<file path="config.mk">
export PLATFORM = sky130hd
export DESIGN_NAME = sktab_cell
export DESIGN_NICKNAME = d
export VERILOG_FILES = /design/src/rtl/core/sktab_pkg.sv /design/src/rtl/core/sktab_cell.sv
export SDC_FILE = /design/constraint.sdc
export NUM_CORES = 1
export LEC_CHECK = 0
export ABC_AREA = 1
export CAP_MARGIN = 20
export CELL_PAD_IN_SITES_DETAIL_PLACEMENT = 2
export CELL_PAD_IN_SITES_GLOBAL_PLACEMENT = 2
export CORE_MARGIN = 2
export CORE_UTILIZATION = 35
export CTS_BUF_LIST = sky130_fd_sc_hd__clkbuf_4 sky130_fd_sc_hd__clkbuf_8
export DETAILED_ROUTE_END_ITERATION = 12
export DONT_BUFFER_PORTS = 1
export GPL_TIMING_DRIVEN = 1
export PLACE_DENSITY_LB_ADDON = 0.1
export REMOVE_ABC_BUFFERS = 1
export SYNTH_ARGS = -nofsm -noshare
export SYNTH_HDL_FRONTEND = slang
export SYNTH_SLANG_ARGS = --single-unit
</file>
<file path="constraint.sdc">
create_clock -name i_clk -period 3.4 [get_ports i_clk]
set_input_delay 0.34 -clock i_clk [delete_from_list [all_inputs] [get_ports i_clk]]
set_output_delay 0.34 -clock i_clk [all_outputs]
set_load 0.01 [all_outputs]
</file>
<file path="src/rtl/core/sktab_pkg.sv">
// Shared types and constants for the sorted key/value table.
`timescale 1ns / 1ps

package sktab_pkg;

    // Default sizes
    localparam int CAPACITY_DEF    = 64;
    localparam int VALUE_WIDTH_DEF = 32;

    // Fixed field widths
    localparam int KEY_W      = 32;
    localparam int KIND_W     = 2;
    localparam int STATUS_W   = 2;
    localparam int OUT_VAL_W  = 32;
    localparam int IN_VAL_W   = 32;
    localparam int OUT_POS_W  = 6;
    localparam int OUT_CNT_W  = 7;

    // Request kinds
    localparam logic [KIND_W-1:0] KIND_LOOKUP = 2'd0;
    localparam logic [KIND_W-1:0] KIND_INSERT = 2'd1;
    localparam logic [KIND_W-1:0] KIND_DELETE = 2'd2;

    // Result status codes
    localparam logic [STATUS_W-1:0] STATUS_DONE = 2'd0;
    localparam logic [STATUS_W-1:0] STATUS_MISS = 2'd1;
    localparam logic [STATUS_W-1:0] STATUS_FULL = 2'd2;

    // Broadcast control to every cell of the chain
    typedef struct packed {
        logic cmp;  // compare stored key against request key
        logic ins;  // open a slot and write the new entry
        logic del;  // close the gap at the matching entry
        logic ovr;  // overwrite value of the matching entry
    } t_cell_ctl;

endpackage

</file>
<file path="src/rtl/core/sktab_cell.sv">
// One slot of the sorted table: key, value and the compare flags for the current item.
`timescale 1ns / 1ps

module sktab_cell #(
    parameter int VALUE_WIDTH = sktab_pkg::VALUE_WIDTH_DEF
) (
    input  logic                                i_clk,
    input  sktab_pkg::t_cell_ctl                i_ctl,
    input  logic                                i_occupied,
    input  logic signed [sktab_pkg::KEY_W-1:0]  i_req_key,
    input  logic [VALUE_WIDTH-1:0]              i_req_value,
    input  logic signed [sktab_pkg::KEY_W-1:0]  i_left_key,
    input  logic [VALUE_WIDTH-1:0]              i_left_value,
    input  logic                                i_left_lt,
    input  logic signed [sktab_pkg::KEY_W-1:0]  i_right_key,
    input  logic [VALUE_WIDTH-1:0]              i_right_value,
    output logic signed [sktab_pkg::KEY_W-1:0]  o_key,
    output logic [VALUE_WIDTH-1:0]              o_value,
    output logic                                o_lt,
    output logic                                o_eq
);
    import sktab_pkg::*;

    logic signed [KEY_W-1:0] r_key;
    logic signed [KEY_W-1:0] n_key;
    logic [VALUE_WIDTH-1:0]  r_value;
    logic [VALUE_WIDTH-1:0]  n_value;
    logic                    r_lt;
    logic                    r_eq;

    // Next contents: shift in from a neighbor, take the new entry, overwrite the value, or hold
    always_comb begin
        n_key   = r_key;
        n_value = r_value;
        if (i_ctl.ins) begin
            if (!i_left_lt) begin
                // left neighbor sorts after the new key: everything moves right
                n_key   = i_left_key;
                n_value = i_left_value;
            end else if (!r_lt) begin
                // insertion point: first slot whose key is not below the new key
                n_key   = i_req_key;
                n_value = i_req_value;
            end
        end else if (i_ctl.del) begin
            if (!r_lt) begin
                n_key   = i_right_key;
                n_value = i_right_value;
            end
        end else if (i_ctl.ovr && r_eq) begin
            n_value = i_req_value;
        end
    end

    // Storage and compare flags (payload, no reset)
    always_ff @(posedge i_clk) begin
        r_key   <= n_key;
        r_value <= n_value;
        if (i_ctl.cmp) begin
            r_lt <= i_occupied && (r_key < i_req_key);
            r_eq <= i_occupied && (r_key == i_req_key);
        end
    end

    assign o_key   = r_key;
    assign o_value = r_value;
    assign o_lt    = r_lt;
    assign o_eq    = r_eq;

endmodule

</file>
# [After elaboration in Yosys (flattened, before gate mapping)]
# Cells that the tools add are included.
[classes] n_reduce_logical=7 n_mux=11 eq_ne=5 magnitude_cmp=1
[ops] operator="32-bit 2-to-1 mux" n=11
[ops] operator="32-bit equality test" n=1
[ops] operator="32-bit < comparator" n=1
[ops] operator="3-bit != test, second input constant" n=2
[ops] operator="3-bit AND reduction" n=2
[ops] operator="2-bit != test, second input constant" n=2
[ops] operator="1-bit logical AND" n=3
[ops] operator="3-bit nonzero test" n=1
[ops] operator="2-bit nonzero test" n=1
[word_totals] inputBits=199 reg_bits=66

# [Longest topological paths before layout]
# Gate-level depths: netlist of run 1.
[depth] word_depth=4 mapped_depth=15 ltp_nobuf=15

# [Worst setup path after synthesis of run 1]
# Ideal clock, no wire load.
[synth_timing] kind="input to register" from="input port i_left_lt" to="register r_value[0], in the netlist o_value[0] (enable)" arrival_time_ps=2340 stages=3 setup_slack_ps=669 n_path_buf=1 required_time_ps=3009 path_cell_list="buf_4 > o22ai_2 > a31o_1"
[synth_via] elab_chain_cells=2
[synth_lines] item="start: declaration" line="sktab_cell.sv:14" text="input logic i_left_lt,"
[synth_lines] item="3-bit != test (no line)"
[synth_lines] item="3-bit AND reduction (no line)"
[synth_lines] item="end signal: assignment" line="sktab_cell.sv:58" text="r_value <= n_value;"
[synth_lines] item="end: declaration" line="sktab_cell.sv:26" text="logic [VALUE_WIDTH-1:0] r_value;"
# Every way passes these cells.
# A chain may end at the register's enable or synchronous reset.

# [Final worst setup path of run 1]
[layout_timing] from="register r_key[31], in the netlist o_key[31]" to="register r_lt, in the netlist o_lt, data pin"
[layout_via] elab_chain_cells=2
[layout_lines] item="start: declaration" line="sktab_cell.sv:24" text="logic signed [KEY_W-1:0] r_key;"
[layout_lines] item="start signal: assignment" line="sktab_cell.sv:57" text="r_key <= n_key;"
[layout_lines] item="32-bit < comparator" line="sktab_cell.sv:60" text="r_lt <= i_occupied && (r_key < i_req_key);"
[layout_lines] item="1-bit logical AND" line="sktab_cell.sv:60"
[layout_lines] item="end signal: assignment" line="sktab_cell.sv:60"
[layout_lines] item="end: declaration" line="sktab_cell.sv:28" text="logic r_lt;"
# Every way passes these cells.

==> flow_summary.ini, run 1 <==
[floorplan]
ios = 265
core-area_sq_um = 12700
initial_utilization_pct = 36.3
row_count = 41
die-width_um = 119
die-area_sq_um = 14100
die_h_um = 119

[final_layout]
regArea_sq_um = 1980
syn_to_final_growth_pct = 5.34
fin_nets = 750
final_common_cell = nand2_1
drive_above_1_share_pct = 11.5
final_cell_mix = nand2_1, o21ai_1, nor2_1
multi_input_area_sq_um = 2280
fillerInstances = 1467
antennaDiodeCount = 0
fin_util_pct = 38.2

[route]
wl_um = 15800
vias = 3936
first_pass_iters = 4
vias_per_cell = 5.66
first_iter_violations = 146
ant_nets = 0
drcViolationCount = 0
wl_per_cell_um = 22.6

[timing]
relSlewSlack_pct = 50.3
min_period_ns = 1.85
worstMarginPinSlew_ns = 0.746
finalSetupViolations = 0
skew_ns = 0.0135
fmax_ghz = 0.539
hold_violations = 0
fin_crit_sh_pct = 54.5
rsz0062_at_grt = no
finalSetupTns_ns = 0
timing.final.max_slew_violations = 0

[clock_network]
cts.sinks = 66
ctsLongestPathBuffers = 2
ctsHtreeMaxLevel = 3
cts_hold_buf = 0
cts_buffers = 9
post_cts_buffers = 0
insertion_delay_ns = 0.36
cts_resized = 0
cts_tree = yes
clkTransAtPathRegs_ns = 0.07
cts_root_buf = clkbuf_8

[pwr]
switching_share_pct = 31.2
leakagePower_nw = 1.95
ir_worst_vdd_v = 0.000203
power.density_nw_per_um2 = 449
internal_power_w = 0.00150
switchingPower_w = 0.000681
combPwrFrac_pct = 17.2
p_seq_share_pct = 52.4
power_frac_clock_pct = 30.4

[global_route]
antenna_found_initial = 0
grt_pass1_wl_um = 24500
grt_overflow = 0
track_usage_pct = 22.4
grt_pass1_vias = 4349
grt_max_degree = 67

[synthesis]
synth_top_cells_by_area = edfxtp_1, o21ai_1, ha_1, nand2_1, o211ai_2
synth_seq_cells = 66
synth_top_area_cell = edfxtp_1
synth_top_area_share_pct = 43.0
yosysWarnings = 0
yosysUniqueCellTypes = 32
avgSynthCellArea_sq_um = 8.57
ys_seq_area_share_pct = 43.0
syn-instance-count = 538
netlist_area_sq_um = 4610

[worst_setup_path]
r2r_slack_ns = 1.55
crit_path_end = o_lt$_DFFE_PP_
worstReg2RegStart = o_key[31]$_DFFE_PP_
crit_path_start_kind = register
path_max_fanout = 3
worstSetupPathType = register to register
cp-end-kind = register
r2r_cells = 8
cp.arrival_ns = 1.96
required_ns = 3.50
crit_start = o_key[31]$_DFFE_PP_
r2r_end = o_lt$_DFFE_PP_

[run_status]
status = finished, final reports clean

[place]
port_buffers = 0
gp_congestion = 0.760
hpwl_um = 11200

[run]
cap_violations = 0

[hold_path]
hold_class = primary input to register
-- through the flow --
step                      area, sq um  hold WS, ns  instances  worst slack (ns)  power (W)
after floorplan                  4420        0.452        504             0.483    0.00141
after global placement           4680        0.453        680              1.61    0.00152
after detailed placement         4680        0.453        680              1.56    0.00154
after CTS                        4860       0.0815        696              1.51    0.00222
after global routing             4860       0.0749        696              1.41    0.00230
final                            4860       0.0983        696              1.55    0.00218
-- cell usage after synthesis (all sizes together) --
library cell	number
a21o	1
a21oi	15
a31o	1
and3	1
buf	31
clkbuf	3
edfxtp	66
ha	32
inv	43
nand2	100
nand3	34
nand4	2
nor2	74
nor3	2
o211ai	32
o21a	2
o21ai	98
o22ai	1
-- worst min path at each step --
stage                   from              to  slack [ns]  cells past startpoint
floorplan           i_ctl[3]  o_eq$_DFFE_PP_        0.45                      0
global placement    i_ctl[3]  o_eq$_DFFE_PP_        0.45                      0
detailed placement  i_ctl[3]  o_eq$_DFFE_PP_        0.45                      0
CTS                 i_ctl[3]  o_eq$_DFFE_PP_        0.08                      0
global route        i_ctl[3]  o_eq$_DFFE_PP_        0.07                      0
finish              i_ctl[3]  o_eq$_DFFE_PP_         0.1                      0
-- final cells by class --
cell class	count	share of cell area [%]
inverters	43	3.37
well taps	172	4.43
repair buffers	4	0.618
clock inverters	7	1.24
multi-input cells	395	47.0
flip-flops and latches	66	40.8
clock buffers	9	2.55
-- power groups by stage --
stage / Combinational (W) / Sequential, W / Clock [W]
global route: 0.000435 / 0.00115 / 0.000716
floorplan: 0.000284 / 0.00113 / 0
detailed placement: 0.000381 / 0.00116 / 0
global placement: 0.000359 / 0.00116 / 0
CTS: 0.000386 / 0.00115 / 0.000683
finish: 0.000375 / 0.00114 / 0.000664
-- layer usage --
| metal | track usage (%) | part of all wire [%] | vias up |
|---|---|---|---|
| li1 | - | - | 1829 |
| met1 | 24.0 | 37 | 1920 |
| met2 | 39.9 | 51 | 174 |
| met3 | 10.5 | 11 | 13 |
| met4 | 5.21 | 1.4 | 0 |
| met5 | 0 | 0 | - |
-- cells by family (layout without fill, tap and decap cells) --
logic type	Yosys count	count (layout)	share of synthesized area [%]
AO/OA/AOI/OAI	150	150	21.3
adder cells (fa/ha/maj)	32	32	8.68
buffers and inverters	77	63	7.68
flip-flops	66	66	43.0
AND/OR/NAND/NOR	213	213	19.4
-- registers in the layout, summed over array words and instances, names as in the netlist --
signal and flops:
o_eq 1, o_key 32, o_lt 1, o_value 32
-- worst max-delay path, cell delays in order (launching register included) --
cell	delay [ns]
edfxtp_1	0.48
ha_1	0.38
nand2_2	0.09
nor2_4	0.13
nand2_2	0.07
nor2_2	0.15
nand2_1	0.09
a21oi_1	0.15
nor2_1	0.07
Power figures use the tool's default switching activity.
==> inputs of run 2 (changes only) <==
==> constraint.sdc (replaced) <==
create_clock -name i_clk -period 1.9 [get_ports i_clk]
set_input_delay 0.19 -clock i_clk [delete_from_list [all_inputs] [get_ports i_clk]]
set_output_delay 0.19 -clock i_clk [all_outputs]
set_load 0.01 [all_outputs]
==> run 2 against run 1 <==
Against the previous run: register-to-register slack got worse by 1.4 ns; via count increased by 2.8%; non-clock buffer count is 31 higher; sequential power rose by 75%; worst hold slack got worse by 0.070 ns; core utilization increased by 2.4 points; fmax rose by 8.0%; clock skew fell by 0.0059 ns; largest cell class unchanged; largest power group unchanged; combinational power up 120%; sequential share of layout area decreased by 2.4 points; critical endpoint unchanged; clock power rose by 110%.
==> flow_summary.ini, run 2 (synthesis results as in run 1) <==
[run_status]
status = finished, final reports clean

[floorplan]
die-area_sq_um = 14100
initial_utilization_pct = 36.3
die_h_um = 119
ios = 265
die-width_um = 119
row_count = 41
core-area_sq_um = 12700

[final_layout]
drive_above_1_share_pct = 16.4
final_cell_mix = nand2_1, o21ai_1, nor2_1
fin_area_sq_um = 5170
fillerInstances = 1497
final_common_cell = nand2_1
syn_to_final_growth_pct = 12.0
antennaDiodeCount = 0
fin_nets = 781
fin_util_pct = 40.6

[timing]
worstMarginPinSlew_ns = 0.386
relSlewSlack_pct = 74.3
fin_crit_sh_pct = 90.3
min_period_ns = 1.72
timing.final.max_slew_violations = 0
hold_violations = 0
finalSetupViolations = 0
finalSetupTns_ns = 0
fmax_ghz = 0.583
rsz0062_at_grt = no
skew_ns = 0.00759

[worst_setup_path]
crit_path_start_kind = register
cp-end-kind = register
critPathMaxStageDelay_ns = 0.40
r2r_cells = 8
crit_path_frequent_cell = nand2_1
r2r_end = o_lt$_DFFE_PP_
worstSetupPathType = register to register
worstReg2RegStart = o_key[31]$_DFFE_PP_
required_ns = 2.01
cp.arrival_ns = 1.83
path_max_fanout = 3
r2r_slack_ns = 0.18
cpMaxStageDelayCell = edfxtp_1
cp_cell_sequence = ha_1, a21oi_1, o21a_1, nand2_1, a21oi_2, nand3_1, nand2_1, nor2_1

[route]
first_iter_violations = 143
top_layer = met4
wl_met2_um = 8360
vias_per_cell = 5.57
wl_met3_um = 1410
drcViolationCount = 0
first_pass_iters = 4
drt-met1-wl_um = 5990
vias = 4048
wl_um = 16100
ant_nets = 0
wl_per_cell_um = 22.1

[place]
gp_congestion = 0.717
hpwl_um = 11900
port_buffers = 0
place_area_sq_um = 4940

[clock_network]
cts_hold_buf = 1
clkTransAtPathRegs_ns = 0.08
ctsLongestPathBuffers = 2
ctsHtreeMaxLevel = 3
cts_root_buf = clkbuf_8
post_cts_buffers = 0
cts_buffers = 9
cts_resized = 0
cts_tree = yes
cts.sinks = 66
insertion_delay_ns = 0.35

[global_route]
track_usage_pct = 23.0
grt_overflow = 0
antenna_found_initial = 0
grt_pass1_wl_um = 25100
grt_max_degree = 67
grt_pass1_vias = 4644

[hold_path]
hold_start = i_req_value[15]
hold_class = primary input to register
worstHoldEndpoint = o_value[15]$_DFFE_PP_
hold-path-cell-count = 2

[run]
cap_violations = 0

[pwr]
ir_worst_vdd_v = 0.000255
power.density_nw_per_um2 = 814
leakagePower_nw = 2.14
-- run 2: cell types whose count changed in the layout (fill, tap and decap cells not counted), moves of 3 or more --
cell / before / now
buf_12: 0 / 3
buf_4: 4 / 31
clkbuf_4: 0 / 4
clkinv_2: 3 / 0
-- run 2: worst max-delay path, delay by kind of cell, from the launching register on --
| kind | cells | cell delay [ns] |
|---|---|---|
| and+or+nand+nor | 4 | 0.26 |
| DFF | 1 | 0.40 |
| adders and majority gates | 1 | 0.33 |
| AOI/OAI and AO/OA | 3 | 0.49 |
-- run 2: cell type report --
class	count	area, sq um	area share, %
Tap cell	172	215	4.17
Clock buffer	13	154	2.98
Sequential cell	66	1980	38.4
Timing Repair Buffer	35	303	5.86
Clock inverter	3	63.8	1.24
Multi-Input combinational cell	395	2280	44.2
Inverter	43	164	3.17
-- run 2: worst max path at each step --
| stage | to | slack (ns) | cells past startpoint | from |
|---|---|---|---|---|
| 2_1_floorplan | o_value[0]$_DFFE_PP_ | -0.87 | 3 | i_ctl[2] |
| 3_3_place_gp | o_lt$_DFFE_PP_ | 0.24 | 8 | o_key[23]$_DFFE_PP_ |
| 3_5_place_dp | o_lt$_DFFE_PP_ | 0.17 | 11 | o_key[5]$_DFFE_PP_ |
| 4_1_cts | o_lt$_DFFE_PP_ | 0.15 | 8 | o_key[31]$_DFFE_PP_ |
| 5_1_grt | o_lt$_DFFE_PP_ | 0.02 | 8 | o_key[31]$_DFFE_PP_ |
| 6_report | o_lt$_DFFE_PP_ | 0.18 | 8 | o_key[31]$_DFFE_PP_ |
-- run 2: layer usage --
metal	track usage (%)	vias up
met5	0	-
met4	8.41	0
met3	8.06	20
met2	42.6	164
met1	23.6	1975
li1	-	1889
-- run 2: through the flow --
| stage | power, W | hold slack (ns) | cells | worst slack [ns] |
|---|---|---|---|---|
| floorplan | 0.00253 | 0.302 | 504 | -0.867 |
| global placement | 0.00282 | 0.303 | 710 | 0.239 |
| detailed placement | 0.00288 | 0.303 | 710 | 0.169 |
| CTS | 0.00428 | 0.00682 | 727 | 0.152 |
| global route | 0.00442 | 0.0239 | 727 | 0.0183 |
| finish | 0.00420 | 0.0281 | 727 | 0.183 |
-- run 2: power by group --
part	internal (W)	leakage, nW	switching, W
Combinational	0.000352	1.36	0.000490
Sequential	0.00184	0.663	0.000156
Clock	0.000796	0.113	0.000573
